===== src/hdl/mtrr_pkg.sv =====
`timescale 1ns / 1ps
// ----------------------------------------------------------------------------
// mtrr_pkg
// Types, codes and helpers shared by the MTRR memory type lookup.
// ----------------------------------------------------------------------------
package mtrr_pkg;

    localparam int FIXED_WORDS = 11;

    localparam logic [7:0] TYPE_UC = 8'd0;
    localparam logic [7:0] TYPE_WT = 8'd4;
    localparam logic [7:0] TYPE_WB = 8'd6;

    // first fixed word that covers 4 KiB steps (0xC0000 and up)
    localparam logic [3:0] FIX_4K_FIRST = 4'd3;
    localparam logic [3:0] FIX_16K_LOW  = 4'd1;
    localparam logic [3:0] FIX_16K_HIGH = 4'd2;
    localparam logic [3:0] FIX_64K      = 4'd0;

    typedef enum logic [1:0] {
        ACT_FIXED  = 2'd0,
        ACT_BASE   = 2'd1,
        ACT_MASK   = 2'd2,
        ACT_LOOKUP = 2'd3
    } t_action;

    typedef enum logic [1:0] {
        SRC_OFF     = 2'd0,
        SRC_FIXED   = 2'd1,
        SRC_VAR     = 2'd2,
        SRC_DEFAULT = 2'd3
    } t_source;

    typedef enum logic [1:0] {
        REG_MTRR_EN  = 2'd0,
        REG_FIXED_EN = 2'd1,
        REG_DEFAULT  = 2'd2,
        REG_PAIR_CNT = 2'd3
    } t_reg;

    // one word travelling down the chain
    typedef struct packed {
        t_action     action;
        logic [3:0]  slot;
        logic [63:0] wval;
        logic [51:0] addr;
        logic [7:0]  mtype;
        t_source     src;
        logic        hit;
        logic        conflict;
    } t_token;

    typedef struct packed {
        logic       mtrr_en;
        logic       fixed_en;
        logic [7:0] default_type;
        logic [4:0] pair_cnt;
    } t_cfg;

    typedef struct packed {
        logic [3:0] idx;
        logic [2:0] sel;
    } t_fixed_pos;

    // word and byte of the fixed range that covers an address below 1 MiB
    function automatic t_fixed_pos fixed_locate(input logic [19:0] a);
        t_fixed_pos p;
        if (!a[19]) begin
            p.idx = FIX_64K;
            p.sel = a[18:16];
        end else if (!a[18]) begin
            p.idx = a[17] ? FIX_16K_HIGH : FIX_16K_LOW;
            p.sel = a[16:14];
        end else begin
            p.idx = FIX_4K_FIRST + {1'b0, a[17:15]};
            p.sel = a[14:12];
        end
        return p;
    endfunction

endpackage


===== src/hdl/mtrr_head.sv =====
`timescale 1ns / 1ps
// ----------------------------------------------------------------------------
// mtrr_head
// Fixed-range store and first stage: resolves disabled and fixed lookups.
// ----------------------------------------------------------------------------
module mtrr_head
    import mtrr_pkg::*;
(
    input  logic   i_clk,
    input  logic   i_rst_n,
    input  logic   i_adv,
    input  t_cfg   i_cfg,
    input  logic   i_valid,
    input  t_token i_tok,
    output logic   o_valid,
    output t_token o_tok
);

    logic [63:0] r_fixed [0:FIXED_WORDS-1];
    logic        r_valid;
    t_token      r_tok;
    t_token      n_tok;
    t_fixed_pos  w_pos;
    logic [63:0] w_word;

    assign w_pos  = fixed_locate(i_tok.addr[19:0]);
    assign w_word = r_fixed[w_pos.idx];

    always_comb begin
        n_tok          = i_tok;
        n_tok.mtype    = TYPE_UC;
        n_tok.hit      = 1'b0;
        n_tok.conflict = 1'b0;
        priority if (!i_cfg.mtrr_en) begin
            n_tok.src = SRC_OFF;
        end else if (i_tok.addr[51:20] == '0 && i_cfg.fixed_en) begin
            n_tok.src   = SRC_FIXED;
            n_tok.mtype = w_word[{w_pos.sel, 3'b000} +: 8];
        end else begin
            // leave for the variable chain
            n_tok.src = SRC_VAR;
        end
    end

    always_ff @(posedge i_clk) begin
        if (i_adv && i_valid && i_tok.action == ACT_FIXED
                && i_tok.slot < 4'(FIXED_WORDS)) begin
            r_fixed[i_tok.slot] <= i_tok.wval;
        end
        if (i_adv) begin
            r_tok <= n_tok;
        end
    end

    always_ff @(posedge i_clk) begin
        if (!i_rst_n) begin
            r_valid <= 1'b0;
        end else if (i_adv) begin
            r_valid <= i_valid;
        end
    end

    assign o_valid = r_valid;
    assign o_tok   = r_tok;

endmodule


===== config.mk =====
export PLATFORM = sky130hd
export DESIGN_NAME = mtrr_head
export DESIGN_NICKNAME = d
export VERILOG_FILES = /design/src/hdl/mtrr_pkg.sv /design/src/hdl/mtrr_head.sv
export SDC_FILE = /design/constraint.sdc
export NUM_CORES = 1
export LEC_CHECK = 0
export ABC_AREA = 1
export ABC_CLOCK_PERIOD_IN_PS = 14700
export BUFFER_PORTS_ARGS = -buffer_cell sky130_fd_sc_hd__buf_2
export CAP_MARGIN = 20
export CORE_AREA = 2 2 267 269
export CTS_CLUSTER_DIAMETER = 200
export CTS_CLUSTER_SIZE = 24
export DETAILED_ROUTE_END_ITERATION = 12
export DIE_AREA = 0 0 269 271
export HOLD_SLACK_MARGIN = 0.12
export PLACE_DENSITY = 0.64
export SLEW_MARGIN = 20
export SYNTH_ARGS = -nofsm -noshare
export SYNTH_HDL_FRONTEND = slang
export SYNTH_SLANG_ARGS = --single-unit

===== constraint.sdc =====
create_clock -name i_clk -period 14.7 [get_ports i_clk]
set_input_delay 2.94 -clock i_clk [delete_from_list [all_inputs] [get_ports i_clk]]
set_output_delay 2.94 -clock i_clk [all_outputs]
set_load 0.03 [all_outputs]

==> summary.txt <==
Status - finished, final reports clean
Final Cycle Share - 42.0%
Worst-margin pin slew - 1.14 ns
CP max stage cell - buf_4
Die H - 271 um
Final GP Congestion - 0.782
Yosys Warn Count - 0
DRC violations left - 0
Most frequent cells after synthesis - edfxtp_1 (836), nand2_1 (825), nand3_1 (457), inv_1 (456), buf_2 (116)
Buffers on Ports - 260
H-tree Lvls - 2
Inst Count DP - 4107
Avg WL per Cell - 20.9 um
Final hold vios - 0
Worst path top cell family by delay - buffers and inverters
CP peak stage delay - 0.89 ns
Multi-input gate area - 0.00712 mm2
Largest net degree at the start of global routing - 173
Vias in the first global route - 22400
Global Route Usage Sum - 23.8%
EDFF count, synth - 836
Unrepaired setup endpoints after global routing - no
P&R area growth vs syn - 8.93%
Yosys top cell area share - 72.4%
Io pins - 288
Clk buf depth - 3
Syn avg cell area - 11.4 um2
# resized after CTS - 0
Global-route wire length before repair - 131 mm
Total CTS buffers - 40
Predominant post-synthesis flop cell - edfxtp_1
FFs w/ async S/R, synth - 0%
Cells after Synth - 3042
Vias per cell - 5.51
Reg area - 0.0251 mm2
First drt pass iteration count - 6
Die X-Extent - 269 um
Most frequent cell after synthesis - edfxtp_1
Sum Neg Setup Slack - 0 ns
Critical path class - in2reg
Post-CTS Hold Fix Bufs - 0
Initial DRC Count - 2168
Pwr Density - 114 mW/mm2
WP data arrival - 6.63 ns
Root buffer cell - clkbuf_16
Critical Path, Cell by Cell - buf_2, inv_1, ha_1, nand2_1, nand2_1, nor2_4, buf_12, inv_8, buf_4, nand3_1, nand3_1, nand3_1, nand3_1, nand2_1, nand2_1, nor2_1, nor2_1
Max Slew Vio Count - 0
Dominant cell type by area after synthesis - edfxtp_1
Dominant cells by area after synthesis - edfxtp_1 (72%), nand2_1 (8.9%), nand3_1 (6.6%)
Post-Layout Cell Count - 4157
Crit path buffers/inverters - 5
DIE AREA - 0.0729 mm2
DRT antenna net count - 0
Clk_skew - 0.0174 ns
Post-CTS setup repair buffer count - 0
Final wirelength - 86.8 mm
Yosys cell types - 29
Worst endpoint required time - 15.15 ns
Yosys reg bits - 837
Startpoint types - input pin
Max-cap violations - 0
Initial Utilization - 49.7%
Endpoints failing setup - 0
Worst Path Max Fanout - 132
FILL cells - 5798
Initial antenna violation count - 3
Seq/Total Area, Yosys - 72.4%
Grt total ovfl - 0
Rel. slew slack - 23.8%
Mapped cell area - 0.0347 mm2
Final hold slack - 0.486 ns
DPL Wire Length - 45.4 mm
Cell Rows - 97
Layout Nets - 3363
N_diodes - 0
Share of cells above drive strength 1 - 11.2%
Hold WC Path Type - reg2reg
Worst-skew pair later-pin latency - 0.60 ns
CTS tree - done
Final min period - 6.18 ns
Max VDD drop - 0.0929 mV
Element type at the critical path end - flip-flop
Leak - 0.0153 uW
Via count - 22900
Core Box Area - 0.0698 mm2
Clock sinks - 837
Reg clk slew, reported paths - 0.10 ns
Max Clk Rate - 0.162 GHz
==> power by group <==
part / internal [uW] / leakage [uW] / total (uW) / switching (uW)
Sequential: 2660 / 0.00764 / 2670 / 8.36
Clock: 510 / 0.000519 / 1210 / 704
Combinational: 109 / 0.00718 / 429 / 320
Total: 3280 / 0.0153 / 4310 / 1030
==> layout by cell type, fill, tap and decap left out, types with 4 or more instances in the layout <==
cell,n
o21ai_1,13
nand4_1,90
a21oi_1,75
buf_2,259
nor3_2,4
nor2_1,48
nor4_1,5
inv_1,454
o21ai_0,23
nand3_1,457
buf_4,30
nand2_1,824
clkbuf_1,8
clkbuf_16,41
nor2_4,9
o211ai_1,16
edfxtp_1,836
==> worst reg2reg max path, cell delays in order, from the launching register on <==
cell,delay (ns)
edfxtp_1,0.39
inv_1,0.07
nand4_1,0.09
nand3_1,0.13
nand2_1,0.07
nand2_1,0.06
nand2_1,0.06
nand2_1,0.08
nand3_1,0.09
nand2_1,0.15
nand3_1,0.20
nand2_1,0.11
nor2_1,0.05
==> per-layer routing <==
layer | global-route usage [%] | up-vias | wire [um]
li1 | - | 10500 | -
met1 | 31.9 | 11300 | 35300
met2 | 40.5 | 884 | 42900
met3 | 3.10 | 159 | 6400
met4 | 7.12 | 2 | 2150
met5 | 0 | - | 12
==> layout make-up <==
cell class	count	area share, %
clock buffers	49	2.79
clock inverters	1	0.0132
inverters	459	4.59
multi-input cells	1579	18.8
flip-flops and latches	837	66.5
well taps	940	3.11
repair buffers	292	4.16
==> cell families (layout without fill, tap and decap cells) <==
logic type / Yosys count / in the layout / share of synthesized area [%]
and+or+nand+nor: 1446 / 1446 / 18.1
DFF: 837 / 837 / 72.4
buffers and inverters: 627 / 801 / 7.41
AOI/OAI and AO/OA: 130 / 130 / 2.01
adders and majority gates: 1 / 1 / 0.0361
other: 1 / 2 / 0.0108
==> final timing paths <==
path	start	end	slack [ns]	depth (start not counted)
worst max-delay path	i_tok[27]	o_tok[4]$_SDFFCE_PN0P_	8.52	17
worst max register to register	r_fixed[1][16]$_DFFE_PP_	o_tok[4]$_SDFFCE_PN0P_	12.92	12
worst min register to register	o_valid$_SDFFE_PN0P_	o_valid$_SDFFE_PN0P_	0.49	2
worst min-delay path	o_valid$_SDFFE_PN0P_	o_valid$_SDFFE_PN0P_	0.49	2
==> state kept, by name, summed over array words and instances, names as in the netlist <==
register,cells
r_fixed,704
o_tok,132
o_valid,1
==> per-stage QoR <==
stage | instance area (um2) | worst slack [ns] | total power, uW | utilization, %
after global placement | 36700 | 7.99 | 3140 | 52.6
after CTS | 37800 | 8.50 | 4330 | 54.1
after floorplan | 34700 | 6.49 | 2990 | -
after global routing | 37800 | 8.32 | 4450 | 54.1
final | 37800 | 8.52 | 4310 | 54.1
after detailed placement | 36700 | 7.86 | 3150 | 52.6
No activity file was read; power rests on OpenSTA's default activity.
