File: src/hdl/mtrr_pkg.sv
`timescale 1ns / 1ps
// ----------------------------------------------------------------------------
// mtrr_pkg
// Types, codes and helpers shared by the MTRR memory type lookup.
// ----------------------------------------------------------------------------
package mtrr_pkg;

    localparam int FIXED_WORDS = 11;

    localparam logic [7:0] TYPE_UC = 8'd0;
    localparam logic [7:0] TYPE_WT = 8'd4;
    localparam logic [7:0] TYPE_WB = 8'd6;

    // first fixed word that covers 4 KiB steps (0xC0000 and up)
    localparam logic [3:0] FIX_4K_FIRST = 4'd3;
    localparam logic [3:0] FIX_16K_LOW  = 4'd1;
    localparam logic [3:0] FIX_16K_HIGH = 4'd2;
    localparam logic [3:0] FIX_64K      = 4'd0;

    typedef enum logic [1:0] {
        ACT_FIXED  = 2'd0,
        ACT_BASE   = 2'd1,
        ACT_MASK   = 2'd2,
        ACT_LOOKUP = 2'd3
    } t_action;

    typedef enum logic [1:0] {
        SRC_OFF     = 2'd0,
        SRC_FIXED   = 2'd1,
        SRC_VAR     = 2'd2,
        SRC_DEFAULT = 2'd3
    } t_source;

    typedef enum logic [1:0] {
        REG_MTRR_EN  = 2'd0,
        REG_FIXED_EN = 2'd1,
        REG_DEFAULT  = 2'd2,
        REG_PAIR_CNT = 2'd3
    } t_reg;

    // one word travelling down the chain
    typedef struct packed {
        t_action     action;
        logic [3:0]  slot;
        logic [63:0] wval;
        logic [51:0] addr;
        logic [7:0]  mtype;
        t_source     src;
        logic        hit;
        logic        conflict;
    } t_token;

    typedef struct packed {
        logic       mtrr_en;
        logic       fixed_en;
        logic [7:0] default_type;
        logic [4:0] pair_cnt;
    } t_cfg;

    typedef struct packed {
        logic [3:0] idx;
        logic [2:0] sel;
    } t_fixed_pos;

    // word and byte of the fixed range that covers an address below 1 MiB
    function automatic t_fixed_pos fixed_locate(input logic [19:0] a);
        t_fixed_pos p;
        if (!a[19]) begin
            p.idx = FIX_64K;
            p.sel = a[18:16];
        end else if (!a[18]) begin
            p.idx = a[17] ? FIX_16K_HIGH : FIX_16K_LOW;
            p.sel = a[16:14];
        end else begin
            p.idx = FIX_4K_FIRST + {1'b0, a[17:15]};
            p.sel = a[14:12];
        end
        return p;
    endfunction

endpackage

File: src/hdl/mtrr_cell.sv
`timescale 1ns / 1ps
// ----------------------------------------------------------------------------
// mtrr_cell
// One variable base/mask pair; merges its type into passing lookups.
// ----------------------------------------------------------------------------
module mtrr_cell
    import mtrr_pkg::*;
#(
    parameter int CELL_IDX = 0
) (
    input  logic       i_clk,
    input  logic       i_rst_n,
    input  logic       i_adv,
    input  logic [4:0] i_pair_cnt,
    input  logic       i_valid,
    input  t_token     i_tok,
    output logic       o_valid,
    output t_token     o_tok
);

    logic [51:0] r_base_hi;
    logic [7:0]  r_base_ty;
    logic [51:0] r_mask_hi;
    logic        r_mask_vld;
    logic        r_valid;
    t_token      r_tok;
    t_token      n_tok;
    logic        w_mine;
    logic        w_active;
    logic        w_match;
    logic [51:0] w_addr_hi;

    assign w_mine    = {1'b0, i_tok.slot} == 5'(CELL_IDX);
    assign w_active  = 5'(CELL_IDX) < i_pair_cnt;
    assign w_addr_hi = {12'b0, i_tok.addr[51:12]};
    assign w_match   = (w_addr_hi & r_mask_hi) == (r_base_hi & r_mask_hi);

    always_comb begin
        n_tok = i_tok;
        if (i_tok.action == ACT_LOOKUP && i_tok.src == SRC_VAR && w_active
                && !i_tok.conflict && r_mask_vld && w_match) begin
            priority if (!i_tok.hit || i_tok.mtype == r_base_ty) begin
                n_tok.mtype = r_base_ty;
            end else if (i_tok.mtype == TYPE_UC || r_base_ty == TYPE_UC) begin
                n_tok.mtype = TYPE_UC;
            end else if ((i_tok.mtype == TYPE_WB && r_base_ty == TYPE_WT)
                    || (i_tok.mtype == TYPE_WT && r_base_ty == TYPE_WB)) begin
                n_tok.mtype = TYPE_WT;
            end else begin
                // unmergeable pair: report UC and ignore the rest
                n_tok.mtype    = TYPE_UC;
                n_tok.conflict = 1'b1;
            end
            n_tok.hit = 1'b1;
        end
    end

    always_ff @(posedge i_clk) begin
        if (i_adv && i_valid && w_mine) begin
            if (i_tok.action == ACT_BASE) begin
                r_base_hi <= i_tok.wval[63:12];
                r_base_ty <= i_tok.wval[7:0];
            end
            if (i_tok.action == ACT_MASK) begin
                r_mask_hi  <= i_tok.wval[63:12];
                r_mask_vld <= i_tok.wval[11];
            end
        end
        if (i_adv) begin
            r_tok <= n_tok;
        end
    end

    always_ff @(posedge i_clk) begin
        if (!i_rst_n) begin
            r_valid <= 1'b0;
        end else if (i_adv) begin
            r_valid <= i_valid;
        end
    end

    assign o_valid = r_valid;
    assign o_tok   = r_tok;

endmodule

File: config.mk
export PLATFORM = sky130hd
export DESIGN_NAME = mtrr_cell
export DESIGN_NICKNAME = d
export VERILOG_FILES = /design/src/hdl/mtrr_pkg.sv /design/src/hdl/mtrr_cell.sv
export SDC_FILE = /design/constraint.sdc
export NUM_CORES = 1
export LEC_CHECK = 0
export CORE_MARGIN = 2
export CORE_UTILIZATION = 45
export DETAILED_ROUTE_END_ITERATION = 7
export DONT_BUFFER_PORTS = 1
export PLACE_DENSITY_LB_ADDON = 0.2
export SYNTH_ARGS = -nofsm -noshare
export SYNTH_HDL_FRONTEND = slang
export SYNTH_SLANG_ARGS = --single-unit
export TNS_END_PERCENT = 30
File: constraint.sdc
create_clock -name i_clk -period 6.3 [get_ports i_clk]
set_input_delay 1.26 -clock i_clk [delete_from_list [all_inputs] [get_ports i_clk]]
set_output_delay 1.26 -clock i_clk [all_outputs]
set_load 0.05 [all_outputs]
==> results of run 1 <==
## registers in the layout, summed over array words and instances, names as in the netlist
signal / count
r_base_ty: 8
r_mask_hi: 52
r_base_hi: 52
r_mask_vld: 1
o_valid: 1
o_tok: 134
## routing by layer
| layer | up-vias | GRT usage | wire, um |
|---|---|---|---|
| li1 | 1574 | - | - |
| met5 | - | 0 | 0 |
| met1 | 1721 | 0.154 | 5290 |
| met4 | 0 | 0.0479 | 327 |
| met3 | 33 | 0.0594 | 1620 |
| met2 | 210 | 0.247 | 7610 |
## report_power, final
group          total, mW  leakage, nW  internal [mW]  switching [mW]
Clock               1.60        0.437           1.01           0.588
Sequential          2.18         2.34           1.90           0.273
Combinational     0.0301        0.469         0.0164          0.0136
## metrics by stage
stage               worst slack, ns  power (mW)   util  std cells
floorplan                     0.192        2.23      -        379
global placement               2.68        2.24  0.473        614
detailed placement             2.67        2.24  0.473        614
CTS                            3.20        3.84  0.521        659
global route                   3.10        3.91  0.521        659
finish                         3.24        3.81  0.521        659
## how the worst min path moves through the flow
stage,slack (ns),from,cells after the start,endpoint
3_3_place_gp,0.68,r_base_ty[0]$_DFFE_PP_,2,o_tok[4]$_DFFE_PP_
2_1_floorplan,0.62,r_base_ty[5]$_DFFE_PP_,2,o_tok[9]$_DFFE_PP_
3_5_place_dp,0.68,r_base_ty[0]$_DFFE_PP_,2,o_tok[4]$_DFFE_PP_
4_1_cts,0.70,r_base_ty[0]$_DFFE_PP_,2,o_tok[4]$_DFFE_PP_
5_1_grt,0.73,r_base_ty[4]$_DFFE_PP_,2,o_tok[8]$_DFFE_PP_
6_report,0.70,r_base_ty[3]$_DFFE_PP_,2,o_tok[7]$_DFFE_PP_
## area by class of cell
type | instances | area (um2)
Sequential cell | 248 | 7440
Timing Repair Buffer | 2 | 15.0
Multi-Input combinational cell | 120 | 1030
Fill cell | 1477 | 8930
Tap cell | 234 | 293
Clock inverter | 20 | 280
Clock buffer | 25 | 626
Inverter | 10 | 37.5
## tightest hold or removal path: stages (launching register included)
cell and delay, ns:
edfxtp_1 0.38, nand2_1 0.06, mux2i_1 0.12
## synthesized netlist by cell type, drive strengths merged
cell and n:
a22o 8, o21ai 2, a2111oi 1, xor2 40, nand3 2, nand4 6, or4 4, nand2 9
inv 10, nand4b 1, nor2b 1, nor3b 2, mux2i 8, a31oi 2, nor4b 1, nor4 2
dfxtp 1, nor2 2, a221oi 9, buf 1, xnor2 8, a222oi 2, edfxtp 247, nor3 1
o2111ai 1, o41ai 1, mux2 1, nand2b 1, a22oi 5
## cell families after synthesis
| logic type | Yosys count | synth area share |
|---|---|---|
| AND/OR/NAND/NOR | 32 | 0.0213 |
| XOR/XNOR | 48 | 0.0495 |
| buffers and inverters | 11 | 0.00574 |
| multiplexers | 9 | 0.0107 |
| AO/OA/AOI/OAI | 31 | 0.0375 |
| flip-flops | 248 | 0.875 |
==> flow_summary.json, run 1 <==
{
  "ir_worst_vdd_mv": 0.231,
  "antenna_cells": 0,
  "critical_path_class": "in2reg",
  "drt.antenna.violating_nets": 0,
  "setup_viol": 0,
  "wire_per_inst_um": 22.5,
  "startpoint_type": "input port",
  "io_buffers": 0,
  "drcViolationCount": 0,
  "power.density_nw_per_um2": 392,
  "maxSlewViolCount": 0,
  "path_cells": "xor2_1 > a22o_1 > a221oi_2 > nand4_1 > or4_1 > mux2_1",
  "regToRegSetupSlack_ns": 3.61,
  "numCtsBuffers": 25,
  "ys_seq_area_frac": 0.875,
  "antenna_found_initial": 0,
  "p_leak_nw": 3.24,
  "synth_area_um2": 8500,
  "cp_max_fo": 10,
  "crit_path_max_incr_delay_ns": 0.83,
  "finalHoldViolCount": 0,
  "r2r_cells": 6,
  "cts_hold_buf": 0,
  "final_common_cell": "edfxtp_1",
  "worstSetupStartpoint": "i_tok[34]",
  "rr_startpoint": "r_base_hi[10]$_DFFE_PP_",
  "cts_setup_buffers": 0,
  "core.rowCount": 50,
  "clockBufferDepth": 3,
  "final_area_um2": 9720,
  "cts_tree": "built",
  "outcome": "complete, no violations",
  "hpwl_um": 9940,
  "crit_end": "o_tok[6]$_DFFE_PP_",
  "rsz0062_at_grt": "false",
  "overflow": 0,
  "path_depth": 6,
  "first_iter_violations": 185,
  "initial_core_util": 0.456,
  "max_freq_mhz": 327,
  "clk_pin_slew_ns": 0.06,
  "setup_tns_ns": 0,
  "drt-pass1-iter-count": 4,
  "ys_ff_latch": 248,
  "cts_htree_levels": 1,
  "required_ns": 6.55,
  "synth_nets": 522,
  "final_cell_mix": "edfxtp_1, xor2_1, clkbuf_16",
  "arrival_ns": 3.31,
  "cts_sinks": 248,
  "min_period_ns": 3.06,
  "num_io_pins": 278,
  "fin_nets": 550,
  "clock_latency_ns": 0.51,
  "grt_pass1_wl_um": 21300,
  "ys_warn_count": 0,
  "wirelength_um": 14800,
  "synth_top_cell_by_area": "edfxtp_1",
  "worstSetupEndpointType": "flop",
  "place_area_um2": 8810,
  "slew_headroom": 0.444,
  "root_buffer": "clkbuf_16",
  "drv_cap": 0,
  "critPathBufInv": 0,
  "die_x_um": 141,
  "crit_family": "simple AND/OR/NAND/NOR gates",
  "die_h_um": 141,
  "grtUsageTotal": 0.141,
  "synth.avg_cell_area_um2": 22.4,
  "syn_inst": 379,
  "slowest_stage": "or4_1",
  "vias": 3538,
  "synth_area_leaders": "edfxtp_1, xor2_1, a221oi_2, mux2i_1, a22o_1",
  "synth.distinct_cells": 30,
  "gp_congestion": 0.756,
  "drive_gt1_frac": 0.125,
  "post_cts_resized": 0,
  "grt_pass1_vias": 3531,
  "via_per_inst": 5.37,
  "syn2layout_area_growth_pct": 14.3,
  "hp-class": "reg2reg",
  "skew_ns": 0.00790,
  "rr_endpoint": "o_tok[6]$_DFFE_PP_",
  "yosysTopAreaCellShare": 0.873,
  "fin_crit_sh": 0.485,
  "grt_max_degree": 137,
  "die_area_um2": 20000,
  "worst_pin_slew_ns": 0.834,
  "fp.coreArea_um2": 18600,
  "whs_ns": 0.700
}
(Power assumes the default switching activity.)
==> run 2, diff against run 1 <==
==> constraint.sdc (replaced) <==
create_clock -name i_clk -period 2.8 [get_ports i_clk]
set_input_delay 0.56 -clock i_clk [delete_from_list [all_inputs] [get_ports i_clk]]
set_output_delay 0.56 -clock i_clk [all_outputs]
set_load 0.05 [all_outputs]
==> run 2 against run 1 <==
Against the previous run: wire length shrank 0.10%; critical path depth increased by 1; count of clock-buffer cells in the layout is 4 higher; first-iteration DRC count is 25% lower; total power grew 110%; sequential power increased by 120%; sequential cell count is the same; worst hold slack got worse by 0.57 ns; clock skew rose by 0.011 ns.
==> flow_summary.json, run 2 (synthesis results as in run 1) <==
{
  "die_area_um2": 20000,
  "cts_hold_buf": 0,
  "fin_nets": 551,
  "hp-class": "in2reg",
  "die_x_um": 141,
  "core.rowCount": 50,
  "instances_no_fill": 659,
  "power.density_nw_per_um2": 843,
  "cts_sinks": 248,
  "place_area_um2": 8870,
  "slew_headroom": 0.595,
  "cts_tree": "built",
  "numCtsBuffers": 25,
  "grt_pass1_wl_um": 21300,
  "setup_viol": 0,
  "slowest_stage": "or4_1",
  "drt-pass1-iter-count": 4,
  "p_leak_nw": 3.21,
  "via_per_inst": 5.34,
  "maxSlewViolCount": 0,
  "vias": 3519,
  "crit_path_max_incr_delay_ns": 0.63,
  "path_cells": "a222oi_1 > nand3_1 > a221oi_2 > nand4_1 > or4_1 > buf_4 > mux2i_1",
  "final_area_um2": 9670,
  "critical_path_class": "reg2reg",
  "cts_setup_buffers": 0,
  "rsz0062_at_grt": "false",
  "antenna_cells": 0,
  "post_cts_resized": 0,
  "drv_cap": 0,
  "pre_cts_ws_ns": -0.0296,
  "cp_max_fo": 8,
  "grt_pass1_vias": 3613,
  "num_io_pins": 278,
  "die_h_um": 141,
  "setup_tns_ns": 0,
  "power_mw": 8.15,
  "fillers": 1478,
  "place_inst": 615,
  "first_iter_violations": 138,
  "largest_reg_flops": 134,
  "crit_family": "simple AND/OR/NAND/NOR gates",
  "post-route-util": 0.519,
  "wire_per_inst_um": 22.5,
  "clockBufferDepth": 3,
  "startpoint_type": "flop",
  "fp.coreArea_um2": 18600,
  "drcViolationCount": 0,
  "grt_max_degree": 137,
  "clock_latency_ns": 0.52,
  "cts_htree_levels": 1,
  "required_ns": 3.05,
  "timing.final.ws_setup_ns": 0.215,
  "drive_gt1_frac": 0.132,
  "worstSetupEndpointType": "flop",
  "arrival_ns": 2.83,
  "min_period_ns": 2.59,
  "overflow": 0,
  "finalHoldViolCount": 0,
  "ff_latch_area_um2": 7440,
  "root_buffer": "clkbuf_16",
  "multi_input_area_um2": 1050,
  "initial_core_util": 0.456,
  "io_buffers": 0,
  "skew_ns": 0.0187,
  "final_common_cell": "edfxtp_1",
  "fin_crit_sh": 0.923,
  "antenna_found_initial": 0,
  "critPathBufInv": 1,
  "clk_pin_slew_ns": 0.06,
  "worst_pin_slew_ns": 0.603,
  "max_freq_mhz": 387,
  "gp_congestion": 0.777,
  "outcome": "complete, no violations",
  "ir_worst_vdd_mv": 0.505,
  "hpwl_um": 9870,
  "whs_ns": 0.134,
  "wirelength_um": 14800,
  "drt.antenna.violating_nets": 0,
  "syn2layout_area_growth_pct": 13.8,
  "final_cell_mix": "edfxtp_1, xor2_1, clkbuf_16",
  "grtUsageTotal": 0.142
}
==> run 2: cell count changes in the layout (fill, tap and decap cells not counted), sizes merged <==
cell	change
clkinv	-3
buf	+1
clkinvlp	-1
bufinv	-5
clkbuf	+4
inv	+4
==> run 2: cell type report <==
type,count,share of cell area
inverter,10,0.00388
clock inverter,15,0.0162
sequential,248,0.769
timing repair buffer,3,0.00492
clock buffer,29,0.0663
tap,234,0.0303
multi-input combinational,120,0.109
==> run 2: report_power, final <==
group	total, mW	internal [mW]	leakage [nW]	switching [mW]
combinational	0.0679	0.0381	0.486	0.0298
clock	3.18	1.85	0.389	1.33
sequential	4.90	4.29	2.34	0.614
==> run 2: layer usage <==
metal	part of all wire	wire (um)	vias up	global-route usage
met5	0	0	-	0
met2	0.50	7430	205	0.240
li1	-	-	1578	-
met3	0.12	1730	26	0.0712
met4	0.026	392	0	0.0500
met1	0.36	5280	1710	0.155
==> run 2: final timing paths <==
| check | start | end | slack [ns] | cells after the start |
|---|---|---|---|---|
| max | r_base_hi[41]$_DFFE_PP_ | o_tok[9]$_DFFE_PP_ | 0.21 | 7 |
| max reg2reg | r_base_hi[41]$_DFFE_PP_ | o_tok[9]$_DFFE_PP_ | 0.21 | 7 |
| min | i_tok[56] | o_tok[56]$_DFFE_PP_ | 0.13 | 0 |
| min reg2reg | r_base_ty[4]$_DFFE_PP_ | o_tok[8]$_DFFE_PP_ | 0.69 | 2 |
